File: src/sv/rotated_text_box_decode_defines.svh
// ----------------------------------------------------------------------------
// rotated_text_box_decode_defines.svh
// Assertion macros shared by the rotated text box decoder.
// ----------------------------------------------------------------------------
`ifndef ROTATED_TEXT_BOX_DECODE_DEFINES_SVH
`define ROTATED_TEXT_BOX_DECODE_DEFINES_SVH

// same-cycle implication, clocked on clk, off during reset
`define RTBD_ASSERT_NOW(lbl, ante, cons, msg) \
	lbl: assert property (@(posedge clk) disable iff (!arst_n) (ante) |-> (cons)) \
		else $error(msg);

// next-cycle implication, clocked on clk, off during reset
`define RTBD_ASSERT_NEXT(lbl, ante, cons, msg) \
	lbl: assert property (@(posedge clk) disable iff (!arst_n) (ante) |=> (cons)) \
		else $error(msg);

`endif

File: src/sv/rtbd_pkg.sv
// ----------------------------------------------------------------------------
// rtbd_pkg
// Widths, constants, types and helpers of the rotated text box decoder.
// ----------------------------------------------------------------------------
`default_nettype none

package rtbd_pkg;

	// field widths
	localparam int COORD_W = 8;
	localparam int SCORE_W = 16;
	localparam int DIST_W  = 16;
	localparam int ANGLE_W = 16;
	localparam int CTR_W   = 18;
	localparam int SIZE_W  = 17;
	localparam int DEG_W   = 16;

	// stride
	localparam int CELL_STRIDE_DEF = 4;
	localparam int CELL_STRIDE_MAX = 32;

	// CORDIC
	localparam int CORDIC_ITERS     = 16;
	localparam int CORDIC_PER_STAGE = 4;
	localparam int CORDIC_STAGES    = CORDIC_ITERS / CORDIC_PER_STAGE;
	localparam int CW = 19;                 // x/y, Q.16
	localparam int ZW = 20;                 // residual angle, Q.16
	localparam logic signed [ZW-1:0] Q16_PI      = 20'sd205887;
	localparam logic signed [ZW-1:0] Q16_HALF_PI = 20'sd102944;
	localparam logic signed [CW-1:0] CORDIC_K    = 19'sd39797;

	// products and accumulators
	localparam int PW         = CW + SIZE_W;  // cos/sin times distance diff
	localparam int ACC_W      = 38;           // Q.21 center sum, stride up to 32
	localparam int BASE_SHIFT = 21;
	localparam int CTR_SHIFT  = 17;
	localparam logic signed [ACC_W-1:0] ACC_HALF = 38'sd65536;
	localparam logic signed [ACC_W-1:0] CTR_MAX  = 38'sd131071;
	localparam logic signed [ACC_W-1:0] CTR_MIN  = -38'sd131072;

	// degrees: -a * 180/pi/64 in Q.16
	localparam int DEG_PW = 35;
	localparam int DEG_SHIFT = 16;
	localparam logic signed [17:0] DEG_SCALE = 18'sd58671;
	localparam logic signed [DEG_PW-1:0] DEG_HALF = 35'sd32768;
	localparam logic signed [DEG_PW-1:0] DEG_MAX  = 35'sd32767;
	localparam logic signed [DEG_PW-1:0] DEG_MIN  = -35'sd32768;

	// register file
	localparam int ADDR_W = 3;
	localparam int IDX_W  = ADDR_W - 2;
	localparam logic [IDX_W-1:0] REG_SCORE_THRESHOLD = '0;
	localparam logic [SCORE_W-1:0] THR_RESET = 16'd32768;

	typedef struct packed {
		logic signed [CW-1:0] x;
		logic signed [CW-1:0] y;
		logic signed [ZW-1:0] z;
		logic                 neg;
	} rtbd_rot_t;

	typedef struct packed {
		logic [COORD_W-1:0]       col;
		logic [COORD_W-1:0]       row;
		logic [SCORE_W-1:0]       score;
		logic signed [SIZE_W-1:0] d_rl;    // right - left
		logic signed [SIZE_W-1:0] d_bt;    // bottom - top
		logic signed [SIZE_W-1:0] w;
		logic signed [SIZE_W-1:0] h;
		logic signed [DEG_PW-1:0] deg_p;
	} rtbd_meta_t;

	// atan(2^-i) in Q.16
	function automatic logic signed [ZW-1:0] atan_q16(input logic [3:0] i);
		logic signed [ZW-1:0] v;
		case (i)
			4'd0:    v = 20'sd51472;
			4'd1:    v = 20'sd30386;
			4'd2:    v = 20'sd16055;
			4'd3:    v = 20'sd8150;
			4'd4:    v = 20'sd4091;
			4'd5:    v = 20'sd2047;
			4'd6:    v = 20'sd1024;
			4'd7:    v = 20'sd512;
			4'd8:    v = 20'sd256;
			4'd9:    v = 20'sd128;
			4'd10:   v = 20'sd64;
			4'd11:   v = 20'sd32;
			4'd12:   v = 20'sd16;
			4'd13:   v = 20'sd8;
			4'd14:   v = 20'sd4;
			4'd15:   v = 20'sd2;
			default: v = '0;
		endcase
		return v;
	endfunction

	function automatic logic signed [CTR_W-1:0] sat_ctr(input logic signed [ACC_W-1:0] v);
		logic signed [CTR_W-1:0] r;
		if (v > CTR_MAX) begin
			r = CTR_MAX[CTR_W-1:0];
		end else if (v < CTR_MIN) begin
			r = CTR_MIN[CTR_W-1:0];
		end else begin
			r = v[CTR_W-1:0];
		end
		return r;
	endfunction

	function automatic logic signed [DEG_W-1:0] sat_deg(input logic signed [DEG_PW-1:0] v);
		logic signed [DEG_W-1:0] r;
		if (v > DEG_MAX) begin
			r = DEG_MAX[DEG_W-1:0];
		end else if (v < DEG_MIN) begin
			r = DEG_MIN[DEG_W-1:0];
		end else begin
			r = v[DEG_W-1:0];
		end
		return r;
	endfunction

endpackage

`default_nettype wire

File: src/sv/rtbd_cordic_stage.sv
// ----------------------------------------------------------------------------
// rtbd_cordic_stage
// One register stage of rotation-mode CORDIC, CORDIC_PER_STAGE iterations.
// ----------------------------------------------------------------------------
`default_nettype none

module rtbd_cordic_stage import rtbd_pkg::*; #(
	parameter int FIRST_ITER = 0
) (
	input  wire logic       clk,
	input  wire logic       arst_n,
	input  wire logic       in_valid,
	input  wire rtbd_rot_t  in_rot,
	input  wire rtbd_meta_t in_meta,
	output logic            in_ready,
	output logic            out_valid,
	output rtbd_rot_t       out_rot,
	output rtbd_meta_t      out_meta,
	input  wire logic       out_ready
);

	logic       v_q;
	rtbd_rot_t  rot_q;
	rtbd_meta_t meta_q;
	rtbd_rot_t  rot_d;
	logic       adv;

	assign adv      = !v_q || out_ready;
	assign in_ready = adv;

	always_comb begin
		logic signed [CW-1:0] dx;
		logic signed [CW-1:0] dy;
		rot_d = in_rot;
		for (int k = 0; k < CORDIC_PER_STAGE; k++) begin
			dx = rot_d.y >>> (FIRST_ITER + k);
			dy = rot_d.x >>> (FIRST_ITER + k);
			if (!rot_d.z[ZW-1]) begin
				rot_d.x = rot_d.x - dx;
				rot_d.y = rot_d.y + dy;
				rot_d.z = rot_d.z - atan_q16(4'(FIRST_ITER + k));
			end else begin
				rot_d.x = rot_d.x + dx;
				rot_d.y = rot_d.y - dy;
				rot_d.z = rot_d.z + atan_q16(4'(FIRST_ITER + k));
			end
		end
	end

	always_ff @(posedge clk or negedge arst_n) begin
		if (!arst_n) begin
			v_q <= 1'b0;
		end else if (adv) begin
			v_q <= in_valid;
		end
	end

	always_ff @(posedge clk) begin
		if (adv && in_valid) begin
			rot_q  <= rot_d;
			meta_q <= in_meta;
		end
	end

	assign out_valid = v_q;
	assign out_rot   = rot_q;
	assign out_meta  = meta_q;

endmodule

`default_nettype wire

File: config.mk
export PLATFORM = sky130hd
export DESIGN_NAME = rtbd_cordic_stage
export DESIGN_NICKNAME = d
export VERILOG_FILES = /design/src/sv/rotated_text_box_decode_defines.svh /design/src/sv/rtbd_pkg.sv /design/src/sv/rtbd_cordic_stage.sv
export SDC_FILE = /design/constraint.sdc
export NUM_CORES = 1
export LEC_CHECK = 0
export ABC_CLOCK_PERIOD_IN_PS = 6950
export BUFFER_PORTS_ARGS = -buffer_cell sky130_fd_sc_hd__buf_2
export CORE_MARGIN = 2
export CORE_UTILIZATION = 45
export CTS_CLUSTER_DIAMETER = 100
export DETAILED_ROUTE_END_ITERATION = 16
export PLACE_DENSITY = 0.68
export SYNTH_ARGS = -nofsm -noshare
export SYNTH_HDL_FRONTEND = slang
export SYNTH_SLANG_ARGS = --single-unit
File: constraint.sdc
create_clock -name clk -period 6.95 [get_ports clk]
set_clock_uncertainty 0.2 [all_clocks]
set_input_delay 1.0425 -clock clk [delete_from_list [all_inputs] [get_ports clk]]
set_output_delay 1.0425 -clock clk [all_outputs]
set_load 0.005 [all_outputs]
* Word level (Yosys, flattened, before mapping) *
Index checks and enable logic that the tools add are counted.

cells by class
  $add $sub $neg = 23
  muxes and demuxes = 12
  reductions and logical operators = 3

operators by type and width
  cell                                            number
  58-bit 2-to-1 mux                               4
  20-bit 2-to-1 mux                               8
  20-bit adder                                    4
  20-bit subtractor                               4
  19-bit by 16-bit adder with 19-bit output       2
  19-bit by 17-bit adder with 19-bit output       2
  19-bit by 18-bit adder with 19-bit output       2
  19-bit by 16-bit subtractor with 19-bit output  2
  19-bit by 17-bit subtractor with 19-bit output  2
  19-bit by 18-bit subtractor with 19-bit output  2
  19-bit subtractor                               2
  19-bit adder                                    1
  1-bit logical AND                               1
  1-bit logical NOT                               1
  1-bit logical OR                                1

word-level totals
  flip-flop bits (word level) = 195
  output and inout port bits = 196
  logic and storage cells = 51

* Longest topological paths before layout *
Gate-level depths: netlist of the first run.

  depth after elaboration = 12
  gate-level depth with buffers = 60
  gate-level depth less buffers = 51

* Worst setup path before layout of the first run *
Ideal clock, no wire load.

  path kind = input port to flip-flop
  start point = input port in_rot[20] (netlist bit)
  end point = register rot_q (netlist bit out_rot[38]), data pin
  library setup time = 0.257 ns
  arrival = 12.158 ns
  path slack = -5.665 ns
  cell stages on the path = 60
  path buffers = 9
  cells stage by stage = clkbuf_1 -> inv_1 -> clkbuf_1 -> buf_2 -> buf_2 -> buf_2 -> ha_1 -> a211oi_1 -> nor2_1 -> o221a_2 -> o21ai_1 -> a32oi_1 -> a31o_2 -> a31o_2 -> inv_2 -> clkbuf_1 -> fa_1 -> nor2b_1 -> [24 not listed] -> nand2_1 -> o21ai_0 -> inv_1 -> ha_1 -> nor2b_1 -> o21ai_0 -> a21boi_0 -> o21ai_0 -> a21boi_0 -> o21ai_0 -> a21boi_0 -> o31a_1 -> o211ai_1 -> nand2_1 -> a41o_1 -> or4_1 -> o311a_1 -> xor2_1

RTL lines
  what                  RTL line                 source
  start, declared       rtbd_cordic_stage.sv:13  input wire rtbd_rot_t in_rot,
  end signal, assigned  rtbd_cordic_stage.sv:60  rot_q <= rot_d;
  end, declared         rtbd_cordic_stage.sv:23  rtbd_rot_t rot_q;

==> flow_metrics.py, run 1 <==
metrics = {
    "hold_path": {
        "hold_path.class": "in -> async",
    },
    "global_routing": {
        "grt_usage_pct": 29.5,
        "antenna_found_initial": 1,
        "grt.overflow.total": 0,
        "grt_pass1_wl_um": 100000,
        "grt_pass1_vias": 20300,
        "grt_max_degree": 121,
    },
    "sta": {
        "fin_crit_sh_pct": 143,
        "clock.fmax_ghz": 0.101,
        "fin_crit_ns": 9.94,
        "drv_slew": 0,
        "fin_ws_ns": -2.99,
        "worst_pin_slew_ns": 0.969,
        "rsz0062_at_grt": "true",
        "hold_viol": 0,
        "slew_headroom_pct": 35.4,
        "finalSetupViolations": 54,
    },
    "synthesis": {
        "synth_edf_count": 194,
        "syn_area_um2": 18400,
        "ys_warn_count": 0,
        "synthDistinctLibCells": 89,
        "ys_seq_area_share_pct": 31.7,
        "ys_ff_latch": 195,
        "synth_area_per_cell_um2": 9.22,
        "synth-async-reset-ratio_pct": 0.513,
        "netlist_instances": 1998,
        "ys.flop_type": "edfxtp_1",
        "syn_nets": 2447,
    },
    "floorplanning": {
        "die_x_um": 206,
        "rows": 74,
        "initial_core_util_pct": 45.3,
        "ios": 394,
        "dieArea_um2": 42600,
        "die_y_um": 206,
        "core_um2": 40600,
    },
    "cts": {
        "cts_tree": "done",
        "cts.sinks": 195,
        "cts_root_buffer": "clkbuf_16",
        "cts_buffers": 17,
        "clk_pin_slew_ns": 0.07,
        "clock_path_buffers": 2,
        "clk_latency_ns": 0.44,
        "h-tree-depth": 4,
    },
    "critical_path": {
        "cpMostUsedCell": "buf_4",
        "worstSetupPathType": "in -> reg",
        "arrival_ns": 9.92,
        "cp.required_ns": 6.94,
        "startpoint": "in_rot[20]",
        "r2r-start": "out_valid",
        "cp-end-kind": "flip-flop",
        "start_kind": "input port",
        "max_stage_delay_ns": 0.53,
        "crit_path_max_fanout": 6,
        "cp_slowest_cell": "or4_4",
    },
    "final_layout": {
        "layout-drive-gt1-share_pct": 50.3,
        "area_growth_pct": 63.9,
        "fillers": 2732,
        "layout.cells.most_common": "buf_4",
        "diodes": 0,
        "postLayoutCellArea_um2": 30200,
        "final_cell_mix": "869 x buf_4, 392 x buf_2, 214 x ha_1",
        "nets": 3733,
    },
    "drt": {
        "ant_nets": 0,
        "post_drt_wl_per_cell_um": 17.9,
        "dr_total_vias": 20300,
        "drc": 0,
        "drt-initial-drc-count": 1129,
        "viasPerCell": 5.31,
        "drtPass1Iterations": 5,
        "drt-total-wl_um": 68500,
    },
    "place": {
        "port-buffer-count": 393,
        "globalplace.congestion": 0.911,
        "dpl_cell_area_um2": 26800,
        "pre_cts_slack_ns": -3.41,
        "hpwl_um": 49800,
    },
    "outcome": {
        "failed_checks": "negative setup slack",
        "status": "complete, but fails checks",
    },
    "job": {
        "maxCapViolCount": 0,
    },
}
[state kept, by name, summed over array words and instances, names as in the netlist]
| name | flops |
|---|---|
| out_rot | 59 |
| out_meta | 135 |
| out_valid | 1 |
[cell families after synthesis]
| group | Yosys count | synth area share, % |
|---|---|---|
| buffers and inverters | 189 | 4.00 |
| and+or+nand+nor | 541 | 14.1 |
| xor gates and xnor gates | 258 | 12.4 |
| muxes | 18 | 1.02 |
| adders and majority gates | 251 | 17.6 |
| DFF | 195 | 31.7 |
| AOI/OAI and AO/OA | 546 | 19.2 |
[cell usage after synthesis, drive strengths merged, types with 4 or more instances]
cell / n / area (µm²)
o21a: 30 / 225
nor3b: 5 / 37.5
nand4: 13 / 81.3
nand2b: 34 / 213
nand3: 27 / 135
a2111oi: 5 / 68.8
and3: 9 / 56.3
mux2i: 12 / 120
fa: 13 / 260
clkbuf: 20 / 75.1
a211oi: 24 / 185
or4: 10 / 75.1
o31a: 6 / 52.6
a21oi: 170 / 858
o311a: 4 / 40.0
nor4: 11 / 75.1
a31o: 7 / 61.3
or2: 15 / 93.8
ha: 238 / 2980
xor2: 82 / 718
inv: 150 / 563
mux2: 6 / 67.6
o21bai: 18 / 135
o211ai: 15 / 118
buf: 17 / 91.3
nand2: 126 / 473
a21boi: 21 / 169
edfxtp: 194 / 5830
a211o: 4 / 35.0
or3: 13 / 81.3
nor2: 181 / 679
a31oi: 13 / 81.3
o31ai: 20 / 155
a21o: 45 / 338
xnor2: 175 / 1540
and2: 7 / 43.8
a41o: 6 / 60.1
o21ai: 120 / 601
nor2b: 29 / 181
nor3: 49 / 260
o41ai: 8 / 77.6
o311ai: 4 / 52.6
[per-layer routing]
layer	part of all wire (%)	routed length, µm	global-route usage [%]
met1	39	27000	33.4
met2	51	34800	55.4
met3	4.6	3150	3.19
met4	5.2	3530	13.2
met5	0.015	10	0
[path summary, 6_finish.rpt]
path                            endpoint  slack (ns)  depth (start not counted)
min reg2reg                    out_valid        0.58                          2
max in group asynchronous      out_valid        6.29                          1
min in group clk            out_meta[64]        0.57                          1
min                            out_valid        0.17                          1
max reg2reg                out_meta[119]        4.24                          3
max                          out_rot[38]       -2.99                         55
[stage by stage]
| step | utilization, % | setup TNS (ns) | hold WS [ns] | std cells |
|---|---|---|---|---|
| after global placement | 65.9 | -114.36 | 0.525 | 3644 |
| after floorplan | - | -135.74 | 0.337 | 1998 |
| after detailed placement | 65.9 | -123.38 | 0.555 | 3644 |
| after CTS | 71.8 | -86.00 | 0.154 | 3797 |
| final | 74.3 | -99.94 | 0.167 | 3829 |
| after global routing | 74.3 | -114.70 | 0.153 | 3829 |
[timing repair]
item / CTS / global route
endpoints found under the setup margin: 54 / 54
buffers inserted: 141 / 50
gates cloned: 2 / 0
resized for setup: 221 / 171
hold buffers: 0 / 0
pin swaps: 162 / 136
[area by class of cell]
| type | instances | area [µm²] | share of cell area [%] |
|---|---|---|---|
| Multi-Input combinational cell | 1614 | 13500 | 44.7 |
| Timing Repair Buffer | 1302 | 8980 | 29.7 |
| Sequential cell | 195 | 5850 | 19.4 |
| Tap cell | 532 | 666 | 2.20 |
| Inverter | 152 | 598 | 1.98 |
| Clock buffer | 21 | 460 | 1.52 |
| Clock inverter | 11 | 143 | 0.472 |
| Timing Repair inverter | 2 | 15.0 | 0.0497 |
[worst max-delay path: cells and delay by family]
family / cells / cell delay, ns
AO/OA/AOI/OAI: 20 / 3.77
AND/OR/NAND/NOR: 12 / 2.06
buffers and inverters: 16 / 1.62
adder cells (fa/ha/maj): 4 / 0.96
XOR/XNOR: 3 / 0.40
Power of run 1 is left out: the tool's default activity adds up to more than one toggle a clock period on the data nets, which glitch-free logic cannot reach.
==> inputs of run 2 (changes only) <==
CELL_PAD_IN_SITES_DETAIL_PLACEMENT = 0   (was default)
CELL_PAD_IN_SITES_GLOBAL_PLACEMENT = 1   (was default)
CORE_UTILIZATION = 43   (was 45)
PLACE_DENSITY = default   (was 0.68)
PLACE_DENSITY_LB_ADDON = 0.1   (was default)
==> run 2 against run 1 <==
The flow still finishes with violations (negative setup slack); final area is 1.5% lower; routed wire length shrank 9.7%; cell count is 1.0% lower.
==> flow_metrics.py, run 2 (synthesis results as in run 1) <==
metrics = {
    "critical_path": {
        "max_stage_delay_ns": 0.54,
        "cp-end-kind": "flip-flop",
        "cp_slowest_cell": "or4_4",
        "arrival_ns": 9.82,
        "cp.required_ns": 6.95,
        "crit_path_max_fanout": 9,
        "worstSetupPathType": "in -> reg",
        "start_kind": "input port",
    },
    "final_layout": {
        "layout.cells.most_common": "buf_4",
        "area_growth_pct": 61.4,
        "layout-drive-gt1-share_pct": 49.0,
        "postLayoutCellArea_um2": 29700,
        "largest_reg_flops": 135,
        "nets": 3686,
        "final_cell_mix": "834 x buf_4, 392 x buf_2, 214 x ha_1",
    },
    "sta": {
        "fin_crit_sh_pct": 141,
        "slew_headroom_pct": 41.3,
        "clock.fmax_ghz": 0.102,
        "fin_ws_ns": -2.87,
        "hold_viol": 0,
        "fin_crit_ns": 9.82,
        "finalSetupViolations": 54,
        "holdWs_ns": 0.156,
        "worst_pin_slew_ns": 0.880,
        "drv_slew": 0,
        "rsz0062_at_grt": "true",
    },
    "cts": {
        "cts.sinks": 195,
        "clk_pin_slew_ns": 0.08,
        "h-tree-depth": 4,
        "cts_buffers": 17,
        "clock_path_buffers": 2,
        "clk_latency_ns": 0.44,
        "cts_root_buffer": "clkbuf_16",
        "cts_tree": "done",
        "cts_hold_buf": 0,
    },
    "place": {
        "dpl_cell_area_um2": 26700,
        "hpwl_um": 49700,
        "globalplace.congestion": 0.871,
        "port-buffer-count": 393,
    },
    "drt": {
        "drt-initial-drc-count": 831,
        "dr_total_vias": 19200,
        "post_drt_wl_per_cell_um": 16.3,
        "viasPerCell": 5.07,
        "drc": 0,
        "drtPass1Iterations": 5,
        "ant_nets": 0,
        "drt-total-wl_um": 61900,
    },
    "floorplanning": {
        "initial_core_util_pct": 43.7,
        "rows": 75,
        "die_x_um": 211,
        "dieArea_um2": 44500,
        "core_um2": 42100,
        "ios": 394,
        "die_y_um": 211,
    },
    "global_routing": {
        "grt.overflow.total": 0,
        "grt_pass1_vias": 19100,
        "antenna_found_initial": 3,
        "grt_max_degree": 131,
        "grt_usage_pct": 26.3,
        "grt_pass1_wl_um": 94100,
    },
    "job": {
        "maxCapViolCount": 0,
    },
    "outcome": {
        "status": "complete, but fails checks",
        "failed_checks": "negative setup slack",
    },
    "hold_path": {
        "hold_path.class": "in -> async",
    },
}
[run 2: final cells by class]
class,count,area (µm²)
antenna,1,2.50
clock buffer,17,425
clock inverter,15,218
fill,3285,12400
inverter,152,598
multi-input combinational,1615,13300
sequential,195,5850
tap,539,674
timing repair buffer,1256,8650
[run 2: worst max-delay path, delay by kind of cell]
| family | cells | cell delay, ns |
|---|---|---|
| AO/OA/AOI/OAI | 27 | 5.13 |
| adder cells (fa/ha/maj) | 4 | 0.78 |
| AND/OR/NAND/NOR | 9 | 1.49 |
| buffers and inverters | 11 | 1.31 |
| XOR/XNOR | 1 | 0.06 |
[run 2: final timing paths]
kind	start	to	slack, ns	cells past startpoint
min in group clk	out_valid	out_valid	0.34	2
max reg2reg	out_valid	out_meta[100]	4.45	3
min reg2reg	out_valid	out_valid	0.34	2
min	arst_n	out_valid	0.16	1
max	in_rot[10]	out_rot[18]	-2.87	52
max in group asynchronous	arst_n	out_valid	6.31	1
[run 2: stage by stage]
step	setup TNS, ns	setup WS, ns	std cells	utilization [%]
floorplan	-135.74	-3.66	1998	-
global placement	-125.15	-3.38	3641	63.4
detailed placement	-134.28	-3.55	3641	63.4
CTS	-88.68	-2.60	3747	67.5
global route	-115.19	-3.16	3790	70.6
finish	-97.78	-2.87	3790	70.6
[run 2: per-layer routing]
| metal | wire length (µm) | share of wire [%] | vias up | GRT usage (%) |
|---|---|---|---|---|
| li1 | - | - | 9698 | - |
| met1 | 26000 | 42 | 9068 | 31.1 |
| met4 | 1650 | 2.7 | 2 | 7.33 |
| met3 | 2020 | 3.3 | 82 | 2.48 |
| met2 | 32200 | 52 | 364 | 50.1 |
| met5 | 11 | 0.018 | - | 0 |
[run 2: what timing repair did]
action / 4_1_cts / 5_1_grt
gates cloned: 2 / 0
setup endpoints to repair: 54 / 55
setup buffers: 74 / 51
gates resized for setup: 127 / 218
pin swaps: 90 / 170
Power of run 2 is left out for the same reason.
